`src/sv/fcc_pkg.sv`:
```
// ----------------------------------------------------------------------------
// fcc_pkg: shared types and constants of the framed command controller
// Holds the command codes, frame characters and the descriptor that the
// front end hands to the transmit sequencer through the queue.
// ----------------------------------------------------------------------------
package fcc_pkg;

    localparam logic [1:0] REQ_RX_BYTE = 2'd0;
    localparam logic [1:0] REQ_TICK    = 2'd1;
    localparam logic [1:0] REQ_SAMPLE  = 2'd2;

    localparam logic [7:0] CHAR_C = 8'h43;
    localparam logic [7:0] CHAR_O = 8'h4F;
    localparam logic [7:0] CHAR_M = 8'h4D;

    localparam logic [7:0] CMD_SET0   = 8'hA0;
    localparam logic [7:0] CMD_SET1   = 8'hA1;
    localparam logic [7:0] CMD_SET2   = 8'hA2;
    localparam logic [7:0] CMD_TOGGLE = 8'hA3;
    localparam logic [7:0] CMD_START  = 8'hA4;
    localparam logic [7:0] CMD_STOP   = 8'hA5;
    localparam logic [7:0] CMD_TEMP   = 8'hA8;
    localparam logic [7:0] CMD_RD_STA = 8'hAA;
    localparam logic [7:0] CMD_RD_STO = 8'hAB;
    localparam logic [7:0] CMD_STATUS = 8'hAE;

    localparam logic [7:0] STAT_CTRL  = 8'h80;
    localparam logic [7:0] STAT_START = 8'h40;
    localparam logic [7:0] STAT_STOP  = 8'h20;
    localparam logic [7:0] STAT_TAIL  = 8'hFF;

    localparam int          TIME_W     = 14;
    localparam logic [15:0] TPS_RESET  = 16'd10000;
    localparam int          QUEUE_DEPTH_DEF = 4;

    // floor(x/60) ~ (x*1092) >> 16, low by at most one for 14-bit x
    localparam logic [10:0] DIV60_RECIP = 11'd1092;
    localparam int          DIV60_SHIFT = 16;
    localparam logic [5:0]  SIXTY       = 6'd60;

    localparam logic [2:0]  BEAT_LAST   = 3'd5;

    // one entry per accepted transaction
    typedef struct packed {
        logic              reply;      // six-byte frame follows
        logic [7:0]        code;
        logic              use_div;    // data bytes come from time_val
        logic [7:0]        data1;
        logic [7:0]        data2;
        logic [TIME_W-1:0] time_val;
        logic              control_on;
        logic [7:0]        setpoint;
    } desc_t;

endpackage

```
`src/sv/fcc_front.sv`:
```
// ----------------------------------------------------------------------------
// fcc_front: receive parser, command decode and timers
// Updates all controller state but ticks_per_second on each accepted
// transaction and emits one descriptor per transaction.
// ----------------------------------------------------------------------------
module fcc_front (
    input  logic               clk,
    input  logic               rst_n,
    input  logic               cfg_wr_en,
    input  logic [15:0]        cfg_wr_data,
    input  logic               accept,
    input  logic [1:0]         req_type,
    input  logic [7:0]         rx_byte,
    input  logic [7:0]         adc_sample,
    output fcc_pkg::desc_t     desc
);
    import fcc_pkg::*;

    typedef enum logic [5:0] {
        RX_IDLE  = 6'b000001,
        RX_GOT_C = 6'b000010,
        RX_GOT_O = 6'b000100,
        RX_PAY0  = 6'b001000,
        RX_PAY1  = 6'b010000,
        RX_PAY2  = 6'b100000
    } rx_state_t;

    rx_state_t          rx_state_reg, rx_state_next;
    logic [7:0]         pay0_reg, pay1_reg;
    logic [7:0]         setpoint_reg, setpoint_next;
    logic               control_reg, control_next;
    logic               start_armed_reg, start_armed_next;
    logic               stop_armed_reg, stop_armed_next;
    logic [TIME_W-1:0]  start_left_reg, start_left_next;
    logic [TIME_W-1:0]  stop_left_reg, stop_left_next;
    logic [6:0]         temp_reg, temp_next;
    logic [15:0]        tick_reg, tick_next;
    logic [15:0]        tps_reg;

    logic [15:0]        tick_inc;
    logic [14:0]        smp_x100;
    logic [14:0]        temp_sum;
    logic [14:0]        delay_sum;
    logic [TIME_W-1:0]  delay_val;
    logic [7:0]         status_byte;

    assign tick_inc    = tick_reg + 16'd1;
    assign smp_x100    = {1'b0, adc_sample, 6'b0} + {2'b0, adc_sample, 5'b0}
                       + {5'b0, adc_sample, 2'b0};
    // floor(y/255) for y = sample*100, at most 25500: (y + (y>>8) + 1) >> 8
    assign temp_sum    = smp_x100 + {8'b0, smp_x100[14:8]} + 15'd1;
    // minutes*60 + seconds
    assign delay_sum   = {1'b0, pay1_reg, 6'b0} - {5'b0, pay1_reg, 2'b0}
                       + {7'b0, rx_byte};
    assign delay_val   = delay_sum[TIME_W-1:0];
    assign status_byte = (control_reg ? STAT_CTRL : 8'h00)
                       | (start_armed_reg ? STAT_START : 8'h00)
                       | (stop_armed_reg ? STAT_STOP : 8'h00);

    always_comb
    begin
        rx_state_next    = rx_state_reg;
        setpoint_next    = setpoint_reg;
        control_next     = control_reg;
        start_armed_next = start_armed_reg;
        stop_armed_next  = stop_armed_reg;
        start_left_next  = start_left_reg;
        stop_left_next   = stop_left_reg;
        temp_next        = temp_reg;
        tick_next        = tick_reg;
        desc.reply       = 1'b0;
        desc.code        = rx_byte;
        desc.use_div     = 1'b0;
        desc.data1       = 8'h00;
        desc.data2       = 8'h00;
        desc.time_val    = start_left_reg;

        if (req_type == REQ_RX_BYTE)
        begin
            unique case (rx_state_reg)
                RX_IDLE:  rx_state_next = (rx_byte == CHAR_C) ? RX_GOT_C : RX_IDLE;
                RX_GOT_C: rx_state_next = (rx_byte == CHAR_O) ? RX_GOT_O : RX_IDLE;
                RX_GOT_O: rx_state_next = (rx_byte == CHAR_M) ? RX_PAY0 : RX_IDLE;
                RX_PAY0:  rx_state_next = RX_PAY1;
                RX_PAY1:  rx_state_next = RX_PAY2;
                RX_PAY2:
                begin
                    rx_state_next = RX_IDLE;
                    desc.code     = pay0_reg;
                    unique case (pay0_reg)
                        CMD_SET0, CMD_SET1, CMD_SET2: setpoint_next = pay1_reg;
                        CMD_TOGGLE: control_next = ~control_reg;
                        CMD_START:
                        begin
                            start_left_next  = delay_val;
                            start_armed_next = 1'b1;
                        end
                        CMD_STOP:
                        begin
                            stop_left_next  = delay_val;
                            stop_armed_next = 1'b1;
                        end
                        CMD_TEMP:
                        begin
                            desc.reply = 1'b1;
                            desc.data1 = {1'b0, temp_reg};
                        end
                        CMD_RD_STA:
                        begin
                            desc.reply   = 1'b1;
                            desc.use_div = 1'b1;
                        end
                        CMD_RD_STO:
                        begin
                            desc.reply    = 1'b1;
                            desc.use_div  = 1'b1;
                            desc.time_val = stop_left_reg;
                        end
                        CMD_STATUS:
                        begin
                            desc.reply = 1'b1;
                            desc.data1 = status_byte;
                            desc.data2 = STAT_TAIL;
                        end
                        default: ;
                    endcase
                end
                default:  rx_state_next = RX_IDLE;
            endcase
        end
        else if (req_type == REQ_TICK)
        begin
            tick_next = tick_inc;
            if (tick_inc >= tps_reg)
            begin
                tick_next = 16'd0;
                if (start_armed_reg)
                begin
                    if (start_left_reg <= TIME_W'(1))
                    begin
                        start_left_next  = '0;
                        start_armed_next = 1'b0;
                        control_next     = 1'b1;
                    end
                    else
                    begin
                        start_left_next = start_left_reg - TIME_W'(1);
                    end
                end
                // stop applied after start, so a shared second ends off
                if (stop_armed_reg)
                begin
                    if (stop_left_reg <= TIME_W'(1))
                    begin
                        stop_left_next  = '0;
                        stop_armed_next = 1'b0;
                        control_next    = 1'b0;
                    end
                    else
                    begin
                        stop_left_next = stop_left_reg - TIME_W'(1);
                    end
                end
            end
        end
        else if (req_type == REQ_SAMPLE)
        begin
            temp_next = temp_sum[14:8];
        end

        desc.control_on = control_next;
        desc.setpoint   = setpoint_next;
    end

    always_ff @(posedge clk or negedge rst_n)
    begin
        if (!rst_n)
        begin
            rx_state_reg    <= RX_IDLE;
            setpoint_reg    <= '0;
            control_reg     <= 1'b0;
            start_armed_reg <= 1'b0;
            stop_armed_reg  <= 1'b0;
            start_left_reg  <= '0;
            stop_left_reg   <= '0;
            temp_reg        <= '0;
            tick_reg        <= '0;
            tps_reg         <= TPS_RESET;
        end
        else
        begin
            if (cfg_wr_en)
            begin
                tps_reg <= cfg_wr_data;
            end
            if (accept)
            begin
                rx_state_reg    <= rx_state_next;
                setpoint_reg    <= setpoint_next;
                control_reg     <= control_next;
                start_armed_reg <= start_armed_next;
                stop_armed_reg  <= stop_armed_next;
                start_left_reg  <= start_left_next;
                stop_left_reg   <= stop_left_next;
                temp_reg        <= temp_next;
                tick_reg        <= tick_next;
            end
        end
    end

    // payload bytes carry no reset
    always_ff @(posedge clk)
    begin
        if (accept && req_type == REQ_RX_BYTE)
        begin
            if (rx_state_reg == RX_PAY0)
            begin
                pay0_reg <= rx_byte;
            end
            if (rx_state_reg == RX_PAY1)
            begin
                pay1_reg <= rx_byte;
            end
        end
    end

endmodule

```
`src/sv/fcc_queue.sv`:
```
// ----------------------------------------------------------------------------
// fcc_queue: descriptor queue between front end and transmit sequencer
// Small register FIFO; push and pop may happen in the same cycle.
// ----------------------------------------------------------------------------
module fcc_queue #(
    parameter int DEPTH = fcc_pkg::QUEUE_DEPTH_DEF
) (
    input  logic            clk,
    input  logic            rst_n,
    input  logic            push,
    input  fcc_pkg::desc_t  push_data,
    output logic            full,
    input  logic            pop,
    output logic            not_empty,
    output fcc_pkg::desc_t  pop_data
);
    import fcc_pkg::*;

    localparam int PTR_W = (DEPTH > 1) ? $clog2(DEPTH) : 1;
    localparam int CNT_W = $clog2(DEPTH + 1);
    localparam logic [PTR_W-1:0] PTR_MAX = PTR_W'(DEPTH - 1);

    desc_t              entry_reg [DEPTH];
    logic [PTR_W-1:0]   wr_ptr_reg, rd_ptr_reg;
    logic [CNT_W-1:0]   count_reg;

    assign full      = (count_reg == CNT_W'(DEPTH));
    assign not_empty = (count_reg != '0);
    assign pop_data  = entry_reg[rd_ptr_reg];

    always_ff @(posedge clk)
    begin
        if (push)
        begin
            entry_reg[wr_ptr_reg] <= push_data;
        end
    end

    always_ff @(posedge clk or negedge rst_n)
    begin
        if (!rst_n)
        begin
            wr_ptr_reg <= '0;
            rd_ptr_reg <= '0;
            count_reg  <= '0;
        end
        else
        begin
            if (push)
            begin
                wr_ptr_reg <= (wr_ptr_reg == PTR_MAX) ? '0 : wr_ptr_reg + PTR_W'(1);
            end
            if (pop)
            begin
                rd_ptr_reg <= (rd_ptr_reg == PTR_MAX) ? '0 : rd_ptr_reg + PTR_W'(1);
            end
            if (push && !pop)
            begin
                count_reg <= count_reg + CNT_W'(1);
            end
            else if (pop && !push)
            begin
                count_reg <= count_reg - CNT_W'(1);
            end
        end
    end

    assert property (@(posedge clk) disable iff (!rst_n) push |-> !full)
        else $error("queue push while full");
    assert property (@(posedge clk) disable iff (!rst_n) pop |-> not_empty)
        else $error("queue pop while empty");
    assert property (@(posedge clk) disable iff (!rst_n)
        (push && !pop) |=> (count_reg == $past(count_reg) + CNT_W'(1)))
        else $error("queue count did not follow push");

endmodule

```
`src/sv/fcc_back.sv`:
```
// ----------------------------------------------------------------------------
// fcc_back: transmit sequencer
// Pops descriptors and drives one status result or a six-byte frame
// through the output register; splits delay values into minutes/seconds.
// ----------------------------------------------------------------------------
module fcc_back (
    input  logic            clk,
    input  logic            rst_n,
    input  logic            q_not_empty,
    input  fcc_pkg::desc_t  q_data,
    output logic            q_pop,
    output logic            out_valid,
    input  logic            out_ready,
    output logic            tx_valid,
    output logic [7:0]      tx_byte,
    output logic            tx_last,
    output logic            control_on,
    output logic [7:0]      setpoint
);
    import fcc_pkg::*;

    localparam int PROD_W = TIME_W + 11;

    desc_t              cur_reg;
    logic               busy_reg;
    logic [2:0]         beat_reg;
    logic [PROD_W-1:0]  prod_reg;
    logic [7:0]         min_reg;
    logic [5:0]         sec_reg;

    logic               out_valid_reg;
    logic               tx_valid_reg, tx_last_reg, control_reg;
    logic [7:0]         tx_byte_reg, setpoint_reg;

    logic               can_load, emit, last_beat;
    logic [7:0]         beat_byte;
    logic [8:0]         q_est;
    logic [14:0]        q_x60, rem_est;

    assign can_load  = !out_valid_reg || out_ready;
    assign emit      = busy_reg && can_load;
    assign last_beat = !cur_reg.reply || (beat_reg == BEAT_LAST);
    assign q_pop     = q_not_empty && (!busy_reg || (emit && last_beat));

    // divide by 60: reciprocal estimate, then one correction step
    assign q_est   = prod_reg[DIV60_SHIFT +: 9];
    assign q_x60   = {q_est, 6'b0} - {4'b0, q_est, 2'b0};
    assign rem_est = {1'b0, cur_reg.time_val} - q_x60;

    always_comb
    begin
        unique case (beat_reg)
            3'd0:    beat_byte = CHAR_C;
            3'd1:    beat_byte = CHAR_O;
            3'd2:    beat_byte = CHAR_M;
            3'd3:    beat_byte = cur_reg.code;
            3'd4:    beat_byte = cur_reg.use_div ? min_reg : cur_reg.data1;
            default: beat_byte = cur_reg.use_div ? {2'b0, sec_reg} : cur_reg.data2;
        endcase
    end

    always_ff @(posedge clk)
    begin
        prod_reg <= cur_reg.time_val * DIV60_RECIP;
        if (rem_est >= {9'b0, SIXTY})
        begin
            min_reg <= 8'(q_est + 9'd1);
            sec_reg <= 6'(rem_est - {9'b0, SIXTY});
        end
        else
        begin
            min_reg <= q_est[7:0];
            sec_reg <= rem_est[5:0];
        end
        if (q_pop)
        begin
            cur_reg <= q_data;
        end
        if (emit)
        begin
            tx_valid_reg <= cur_reg.reply;
            tx_byte_reg  <= cur_reg.reply ? beat_byte : 8'h00;
            tx_last_reg  <= last_beat;
            control_reg  <= cur_reg.control_on;
            setpoint_reg <= cur_reg.setpoint;
        end
    end

    always_ff @(posedge clk or negedge rst_n)
    begin
        if (!rst_n)
        begin
            busy_reg      <= 1'b0;
            beat_reg      <= '0;
            out_valid_reg <= 1'b0;
        end
        else
        begin
            if (q_pop)
            begin
                busy_reg <= 1'b1;
                beat_reg <= '0;
            end
            else if (emit && last_beat)
            begin
                busy_reg <= 1'b0;
                beat_reg <= '0;
            end
            else if (emit)
            begin
                beat_reg <= beat_reg + 3'd1;
            end
            if (emit)
            begin
                out_valid_reg <= 1'b1;
            end
            else if (out_ready)
            begin
                out_valid_reg <= 1'b0;
            end
        end
    end

    assign out_valid  = out_valid_reg;
    assign tx_valid   = tx_valid_reg;
    assign tx_byte    = tx_byte_reg;
    assign tx_last    = tx_last_reg;
    assign control_on = control_reg;
    assign setpoint   = setpoint_reg;

    assert property (@(posedge clk) disable iff (!rst_n)
        busy_reg |-> (beat_reg <= BEAT_LAST))
        else $error("beat index past end of frame");
    assert property (@(posedge clk) disable iff (!rst_n)
        (out_valid_reg && !tx_last_reg) |-> (busy_reg && cur_reg.reply))
        else $error("frame beat shown with no frame in progress");
    assert property (@(posedge clk) disable iff (!rst_n)
        (out_valid_reg && !tx_valid_reg) |-> tx_last_reg)
        else $error("status result not marked last");
    assert property (@(posedge clk) disable iff (!rst_n)
        (busy_reg && !last_beat && !q_pop) |=> busy_reg)
        else $error("frame dropped before its last beat");

endmodule

```
`src/sv/framed_command_controller.sv`:
```
// ----------------------------------------------------------------------------
// framed_command_controller: serial command parser with delayed start/stop
// Front end parses transactions and updates state; a queue feeds the
// transmit sequencer, which sends status results or six-byte reply frames.
// ----------------------------------------------------------------------------
// Path: the first result of a transaction goes from the queue through the
//   sequencer's descriptor register into the output register.
// Throughput: one transaction per cycle when it yields a status result; a
//   reply frame holds the output port for its six bytes, one byte per cycle,
//   while out_ready is high; set by the sequencer and the single output register.
// Reset: parser idle, setpoint, control, delays, temperature and tick
//   count cleared, ticks_per_second back to 10000; queue and output empty.
//   The payload bytes hold no reset value.
module framed_command_controller #(
    parameter int QUEUE_DEPTH = fcc_pkg::QUEUE_DEPTH_DEF
) (
    input  logic        clk,
    input  logic        rst_n,
    // configuration: ticks_per_second
    input  logic        cfg_wr_en,
    input  logic [15:0] cfg_wr_data,
    // request channel
    input  logic        in_valid,
    output logic        in_ready,
    input  logic [1:0]  req_type,
    input  logic [7:0]  rx_byte,
    input  logic [7:0]  adc_sample,
    // result channel
    output logic        out_valid,
    input  logic        out_ready,
    output logic        tx_valid,
    output logic [7:0]  tx_byte,
    output logic        tx_last,
    output logic        control_on,
    output logic [7:0]  setpoint
);
    import fcc_pkg::*;

    desc_t  front_desc;
    desc_t  q_data;
    logic   q_full;
    logic   q_not_empty;
    logic   q_pop;
    logic   accept;

    // The front end never waits on the sequencer directly: it only stops
    // when the descriptor queue is full.
    assign in_ready = !q_full;
    assign accept   = in_valid && in_ready;

    // Parser, command decode, prescaler and delay countdown. Every state
    // change but the ticks_per_second write happens at the accepting edge;
    // the descriptor snapshots control and setpoint after the transaction.
    fcc_front u_front (
        .clk         (clk),
        .rst_n       (rst_n),
        .cfg_wr_en   (cfg_wr_en),
        .cfg_wr_data (cfg_wr_data),
        .accept      (accept),
        .req_type    (req_type),
        .rx_byte     (rx_byte),
        .adc_sample  (adc_sample),
        .desc        (front_desc)
    );

    // Decouples the two sides so a six-byte reply does not stall parsing
    // of the transactions behind it until the queue fills.
    fcc_queue #(
        .DEPTH (QUEUE_DEPTH)
    ) u_queue (
        .clk       (clk),
        .rst_n     (rst_n),
        .push      (accept),
        .push_data (front_desc),
        .full      (q_full),
        .pop       (q_pop),
        .not_empty (q_not_empty),
        .pop_data  (q_data)
    );

    // Output sequencer: one beat per cycle into the output register while
    // out_ready is high. Delay readbacks are split into minutes and seconds
    // while the header bytes go out.
    fcc_back u_back (
        .clk         (clk),
        .rst_n       (rst_n),
        .q_not_empty (q_not_empty),
        .q_data      (q_data),
        .q_pop       (q_pop),
        .out_valid   (out_valid),
        .out_ready   (out_ready),
        .tx_valid    (tx_valid),
        .tx_byte     (tx_byte),
        .tx_last     (tx_last),
        .control_on  (control_on),
        .setpoint    (setpoint)
    );

endmodule
```
`config.mk`:
```
export PLATFORM = sky130hd
export DESIGN_NAME = framed_command_controller
export DESIGN_NICKNAME = d
export VERILOG_FILES = /design/src/sv/fcc_pkg.sv /design/src/sv/fcc_front.sv /design/src/sv/fcc_queue.sv /design/src/sv/fcc_back.sv /design/src/sv/framed_command_controller.sv
export SDC_FILE = /design/constraint.sdc
export NUM_CORES = 1
export LEC_CHECK = 0
export BUFFER_PORTS_ARGS = -buffer_cell sky130_fd_sc_hd__buf_2
export CAP_MARGIN = 20
export CORE_UTILIZATION = 60
export DETAILED_ROUTE_END_ITERATION = 10
export PLACE_DENSITY = 0.77
export SLEW_MARGIN = 0
export SYNTH_ARGS = -nofsm -noshare
export SYNTH_HDL_FRONTEND = slang
export SYNTH_SLANG_ARGS = --single-unit
```
`constraint.sdc`:
```
create_clock -name clk -period 4.6 [get_ports clk]
set_clock_uncertainty 0.05 [all_clocks]
set_input_delay 0.92 -clock clk [delete_from_list [all_inputs] [get_ports clk]]
set_output_delay 0.92 -clock clk [all_outputs]
set_load 0.01 [all_outputs]
```
==> flow_metrics.py, run 1 <==
metrics = {
    "global_routing": {
        "grt_pass1_vias": 12168,
        "grt_pass1_wl_um": 62800,
        "antenna_found_initial": 1,
        "grtUsageTotal_pct": 25.6,
        "grt_max_degree": 69,
        "globalRouteOverflowTotal": 0,
    },
    "critical_path": {
        "arrival_ps": 4660,
        "cp-end-kind": "register",
        "crit_path_max_fanout": 4,
        "cp-start-kind": "input pin",
        "critPathKind": "in -> reg",
        "cpMostUsedCell": "o21ai_0",
        "path_cells": "buf_2, fa_1, ha_1, a21o_1, a21oi_1, o21ai_0, o41ai_1, xnor2_1, ha_1, and4b_1, o21ai_0, o21ai_0, nand3_1, nor2_1, nand4_1, xor2_1, o21ai_0",
        "slowest_stage": "fa_1",
        "max_stage_delay_ps": 510,
        "required_ps": 4990,
    },
    "layout": {
        "area.growth.synth_to_final_pct": 10.5,
        "nNetsFinal": 1785,
        "mostFrequentLayoutCells": "edfxtp_1, ha_1, inv_1, nand2_1, o21ai_0",
        "drive_above_1_share_pct": 14.4,
        "final_common_cell": "edfxtp_1",
        "fillers": 2155,
        "largest_reg_flops": 168,
        "final_area_um2": 20600,
    },
    "power": {
        "leakagePower_nw": 8.45,
        "power-per-cell-area_nw_per_um2": 628,
        "sw_frac_of_total_pct": 35.6,
        "power_switching_w": 0.00461,
        "comb_power_share_pct": 39.8,
        "p_int_w": 0.00832,
        "sequentialPowerShare_pct": 37.3,
        "total_power_w": 0.0129,
        "ir_worst_vdd_mv": 0.322,
        "pwr-share-clk_pct": 22.9,
    },
    "synthesis": {
        "ys_seq_area_share_pct": 54.9,
        "synth_edf_count": 245,
        "synthCells": 1524,
        "synthFlopType": "edfxtp_1",
        "syn_nets": 1715,
        "syn_area_per_cell_um2": 12.2,
        "synth_cell_types": 81,
        "syn_area_um2": 18600,
        "yosysWarnings": 0,
        "async_flop_share_pct": 26.4,
        "ys_seq_elements": 364,
    },
    "route": {
        "drtIter0Drc": 1033,
        "drc": 0,
        "ant_nets": 0,
        "avgRoutedWirePerCell_um": 20.1,
        "firstDrtPassIters": 7,
        "post_drt_via_cell_ratio": 6.12,
        "drt_wl_total_um": 40700,
        "num_vias": 12360,
    },
    "cts": {
        "clkSinkCount": 364,
        "cts_hold_buf": 0,
        "cts_made_buffers": 38,
        "ctsHtreeMaxLevel": 2,
        "cts_root_buf": "clkbuf_16",
        "insertion_delay_ps": 530,
        "clk_path_buf_depth": 3,
        "post_cts_buffers": 0,
        "cts_resized": 0,
        "tritoncts": "yes",
        "clkTransAtPathRegs_ps": 60,
    },
    "floorplanning": {
        "start_util_pct": 60.9,
        "die_area_um2": 31700,
        "die_width_um": 178,
        "rows": 64,
        "core-area_um2": 30600,
        "die_y_um": 178,
        "io_pins": 60,
    },
    "timing": {
        "tightest_slew_ps": 1090,
        "setup_viol": 0,
        "rsz0062_at_grt": "no",
        "slew_headroom_pct": 27.2,
        "fmax_mhz": 234,
        "period_share_pct": 92.7,
        "slew_viol_final": 0,
        "hold_viol_final": 0,
        "min_period_ps": 4270,
    },
    "status": {
        "status": "finished clean",
    },
    "placement": {
        "gp_congestion": 0.864,
        "detailed_place_hpwl_um": 27200,
        "io_buffers": 59,
        "placed_area_um2": 19300,
    },
    "run": {
        "max-cap-violations": 0,
    },
    "min_path": {
        "hold_class": "reg -> reg",
    },
}
-- per-stage QoR --
| stage | instances | setup slack [ps] | hold WS [ps] | util (%) | TNS (ps) |
|---|---|---|---|---|---|
| finish | 2021 | 334 | 390 | 67.3 | 0 |
| global route | 2020 | 142 | 394 | 67.3 | 0 |
| CTS | 2018 | 409 | 388 | 67.1 | 0 |
| detailed placement | 1948 | -114 | 374 | 63.2 | -207 |
| global placement | 1947 | 30.5 | 380 | 63.2 | 0 |
| floorplan | 1524 | 348 | 327 | - | 0 |
-- layer usage --
| metal | wire [µm] | GRT usage (%) | part of all wire, % | vias up |
|---|---|---|---|---|
| met5 | 0 | 0 | 0 | - |
| li1 | - | - | - | 5759 |
| met3 | 2170 | 3.41 | 5.3 | 80 |
| met4 | 1310 | 9.25 | 3.2 | 0 |
| met2 | 20400 | 44.1 | 50 | 447 |
| met1 | 16700 | 33.4 | 41 | 6074 |
-- logic make-up (layout without fill, tap and decap cells) --
family                     count (synthesis)  in the layout  share of synthesized area [%]
xor gates and xnor gates                  59             59                           2.77
and+or+nand+nor                          385            385                           10.1
DFF                                      364            364                           54.9
muxes                                     72             72                           6.96
adders and majority gates                152            152                           10.9
other                                      0              1                              0
AOI/OAI and AO/OA                        318            318                           10.6
buffers and inverters                    174            274                           3.69
-- power groups by stage --
stage	logic [W]	registers, W	clock network (W)
finish	0.00514	0.00483	0.00296
global route	0.00578	0.00488	0.00312
CTS	0.00511	0.00482	0.00299
detailed placement	0.00503	0.00487	0
global placement	0.00485	0.00482	0
floorplan	0.00385	0.00468	0
-- path summary, 6_finish.rpt --
kind / from / end / slack, ps / depth (start not counted)
worst min-delay path: u_back.cur_reg[0]$_DFFE_PP_ / u_back.setpoint[0]$_DFFE_PP_ / 390 / 0
worst max register to register: u_front.tick_reg[0]$_DFFE_PN0P_ / u_queue.entry_reg[1][8]$_DFFE_PP_ / 430 / 15
worst min register to register: u_back.cur_reg[0]$_DFFE_PP_ / u_back.setpoint[0]$_DFFE_PP_ / 390 / 0
worst max-delay path: adc_sample[1] / u_front.temp_reg[6]$_DFFE_PN0P_ / 330 / 17
min in group asynchronous: rst_n / u_front.start_left_reg[8]$_DFFE_PN0P_ / 450 / 1
max in group asynchronous: rst_n / u_queue.rd_ptr_reg[0]$_DFFE_PN0P_ / 3020 / 2
-- cells in the mapped netlist (6+ instances only) --
library cell / count / area share (%)
xnor2_1: 37 / 1.7
or2_2: 6 / 0.20
a211oi_1: 8 / 0.32
dfstp_2: 6 / 0.85
nor2b_1: 15 / 0.50
nand2b_1: 13 / 0.44
fa_1: 18 / 1.9
nor4_1: 12 / 0.40
nor2_1: 89 / 1.8
a22oi_1: 7 / 0.28
dfrtp_1: 90 / 12
xor2_1: 22 / 1.0
mux4_2: 42 / 5.1
o21a_1: 7 / 0.28
edfxtp_1: 245 / 40
o21ai_0: 120 / 3.2
and3_1: 20 / 0.67
mux2_2: 24 / 1.5
a21oi_1: 63 / 1.7
a22o_1: 13 / 0.61
clkbuf_1: 34 / 0.69
inv_1: 124 / 2.5
buf_2: 6 / 0.16
a31oi_1: 16 / 0.54
dfxtp_1: 23 / 2.5
and2_1: 9 / 0.30
nand3_1: 25 / 0.67
nor3_1: 34 / 0.91
o21ai_1: 21 / 0.56
or3_1: 7 / 0.24
nand4_1: 8 / 0.27
ha_1: 134 / 9.0
nand2_1: 124 / 2.5
a21o_1: 10 / 0.40
-- worst max-delay path: cells and delay by family --
kind            cells  cell delay, ps
compound gates      7            1270
fa+ha+maj           3            1170
simple gates        4             780
xor+xnor            2             370
buf+inv             1             140
-- area by class of cell --
class / instances / area [µm²] / area share (%)
Antenna cell: 1 / 2.50 / 0.0122
Timing Repair Buffer: 78 / 463 / 2.25
Clock inverter: 19 / 170 / 0.827
Sequential cell: 364 / 10200 / 49.7
Tap cell: 396 / 495 / 2.41
Inverter: 126 / 473 / 2.30
Multi-Input combinational cell: 986 / 7710 / 37.5
Clock buffer: 51 / 1030 / 5.01
Note: power is estimated with default switching activity, not from simulation.
==> run 2, diff against run 1 <==
- ABC_AREA: not set -> 1
- RECOVER_POWER: not set -> 100
- REMOVE_ABC_BUFFERS: not set -> 1
==> run 2 against run 1 <==
Net effect:
- the run now ends with capacitance limit, slew limit left
- power rose by 30%
- wire length increased by 4.7%
- highest routed layer unchanged
- critical endpoint is now u_queue.entry_reg[2][16]$_DFFE_PP_
- maximum frequency increased by 7.0%
- register-to-register slack better by 180 ps
- largest power group unchanged
- via count grew 20%
- critical path type is now reg -> reg
==> flow_metrics.py, run 2 <==
metrics = {
    "placement": {
        "io_buffers": 59,
        "placed_cells": 2570,
        "gp_congestion": 0.915,
        "detailed_place_hpwl_um": 30300,
        "pre_cts_ws_ps": 418,
    },
    "synthesis": {
        "async_flop_share_pct": 26.4,
        "syn_area_per_cell_um2": 9.32,
        "synthCells": 2113,
        "synth_top_area_cell": "edfxtp_1",
        "synth_most_common_cell": "nand2_1",
        "yosysWarnings": 0,
        "synthFlopType": "edfxtp_1",
        "syn_area_um2": 19700,
        "yosysTopAreaCellShare_pct": 37.4,
        "yosys-top-cells-area": "edfxtp_1, dfrtp_1, nand2_1, ha_1, inv_1",
        "synth_edf_count": 245,
        "netlist_top_cells_count": "nand2_1, inv_1, edfxtp_1, nor2_1, o21ai_0",
        "ys_seq_elements": 364,
        "ys_seq_area_share_pct": 52.0,
        "synth_cell_types": 61,
    },
    "route": {
        "drtIter0Drc": 1381,
        "firstDrtPassIters": 6,
        "drt_wl_total_um": 42600,
        "avgRoutedWirePerCell_um": 16.1,
        "num_vias": 14796,
        "ant_nets": 0,
        "drc": 0,
        "post_drt_via_cell_ratio": 5.60,
    },
    "cts": {
        "clk_path_buf_depth": 3,
        "clkTransAtPathRegs_ps": 60,
        "clkSinkCount": 364,
        "cts_hold_buf": 0,
        "insertion_delay_ps": 530,
        "ctsHtreeMaxLevel": 2,
        "cts_made_buffers": 38,
        "cts_root_buf": "clkbuf_16",
        "post_cts_buffers": 0,
        "cts_resized": 0,
        "tritoncts": "yes",
    },
    "power": {
        "leakagePower_nw": 9.62,
        "power-per-cell-area_nw_per_um2": 780,
        "ir_worst_vdd_mv": 0.523,
    },
    "critical_path": {
        "cp_num_buf_inv": 1,
        "critPathKind": "reg -> reg",
        "crit_start": "u_queue.count_reg[0]$_DFFE_PN0P_",
        "cp-start-kind": "register",
        "r2r_start": "u_queue.count_reg[0]$_DFFE_PN0P_",
        "path_cells": "nor2_1, nand2_1, nand2_1, nor2_1, buf_4",
        "required_ps": 4740,
        "arrival_ps": 4130,
        "cp-end-kind": "register",
        "slowest_stage": "nor2_1",
        "reg2reg_slack_ps": 610,
        "crit_path_max_fanout": 22,
        "cp_top_family": "simple AND/OR/NAND/NOR gates",
        "max_stage_delay_ps": 1840,
    },
    "status": {
        "status": "finished with violations",
        "violations": "capacitance limit, slew limit",
    },
    "layout": {
        "final_common_cell": "nand2_1",
        "antenna_cells": 0,
        "area.growth.synth_to_final_pct": 9.33,
        "final_cells": 2640,
        "nNetsFinal": 2366,
        "drive_above_1_share_pct": 6.03,
        "fillers": 2514,
        "mostFrequentLayoutCells": "nand2_1, inv_1, edfxtp_1",
        "largest_reg_flops": 168,
    },
    "floorplanning": {
        "io_pins": 60,
        "die_area_um2": 33500,
        "rows": 65,
        "core-area_um2": 31900,
        "start_util_pct": 61.8,
        "die_width_um": 183,
        "die_y_um": 183,
    },
    "timing": {
        "setup_viol": 0,
        "rsz0062_at_grt": "no",
        "slew_viol_final": 261,
        "hold_viol_final": 0,
        "finalSetupTns_ps": 0,
        "period_share_pct": 86.7,
        "slew_headroom_pct": -78.3,
        "setup_slack_ps": 614,
        "fmax_mhz": 251,
        "holdWs_ps": 366,
        "tightest_slew_ps": 2680,
        "min_period_ps": 3990,
    },
    "global_routing": {
        "antenna_found_initial": 0,
        "grtUsageTotal_pct": 25.9,
        "globalRouteOverflowTotal": 0,
        "grt_pass1_wl_um": 69300,
        "grt_pass1_vias": 14284,
        "grt_max_degree": 87,
    },
    "run": {
        "max-cap-violations": 7,
    },
    "min_path": {
        "min_from": "u_back.cur_reg[2]$_DFFE_PP_",
        "hold_class": "reg -> reg",
    },
}
## run 2: path summary, 6_finish.rpt
path,to,depth (start not counted)
max in group asynchronous,u_queue.rd_ptr_reg[0]$_DFFE_PN0P_,2
min in group asynchronous,u_front.tps_reg[6]$_DFFE_PN0P_,1
max,u_queue.entry_reg[2][16]$_DFFE_PP_,5
min reg2reg,u_back.setpoint[2]$_DFFE_PP_,0
min,u_back.setpoint[2]$_DFFE_PP_,0
max reg2reg,u_queue.entry_reg[2][16]$_DFFE_PP_,5
## run 2: where the power goes
part | internal, W | total, W | switching [W]
clock | 0.00191 | 0.00318 | 0.00127
sequential | 0.00483 | 0.00548 | 0.000645
combinational | 0.00286 | 0.00813 | 0.00527
total | 0.00960 | 0.0168 | 0.00718
## run 2: layout make-up
type                            count  area, µm²  share of cell area, %
Clock buffer                       50       1050                   4.87
Timing Repair Buffer               72        332                   1.54
Clock inverter                     20        259                   1.20
Sequential cell                   364      10200                   47.5
Multi-Input combinational cell   1403       8000                   37.2
Tap cell                          435        544                   2.53
Inverter                          296       1110                   5.17
## run 2: metal layers
layer | vias to the layer above | share of wire, % | global-route usage (%)
li1 | 7250 | - | -
met1 | 7037 | 44 | 34.9
met2 | 433 | 48 | 43.5
met3 | 76 | 5.6 | 3.57
met4 | 0 | 2.4 | 8.53
met5 | - | 0 | 0
## run 2: stage by stage
stage	util (%)	cell area, µm²	total power [W]
final	67.5	21500	0.0168
after global routing	67.5	21500	0.0182
after CTS	68.1	21700	0.0169
after detailed placement	64.0	20400	0.0137
after global placement	64.0	20400	0.0133
after floorplan	-	19400	0.0115
## run 2: worst register-to-register path: stages, from the launching register on
cell	delay, ps
dfrtp_1	430
nor2_1	60
nand2_1	130
nand2_1	550
nor2_1	1840
buf_4	570
## run 2: cell families (layout without fill, tap and decap cells)
family | count (synthesis) | in the layout | share of synthesized area [%]
and+or+nand+nor | 827 | 827 | 18.0
AOI/OAI and AO/OA | 379 | 379 | 10.8
DFF | 364 | 364 | 52.0
buffers and inverters | 346 | 438 | 6.91
adders and majority gates | 152 | 152 | 10.3
xor gates and xnor gates | 43 | 43 | 1.91
muxes | 2 | 2 | 0.114
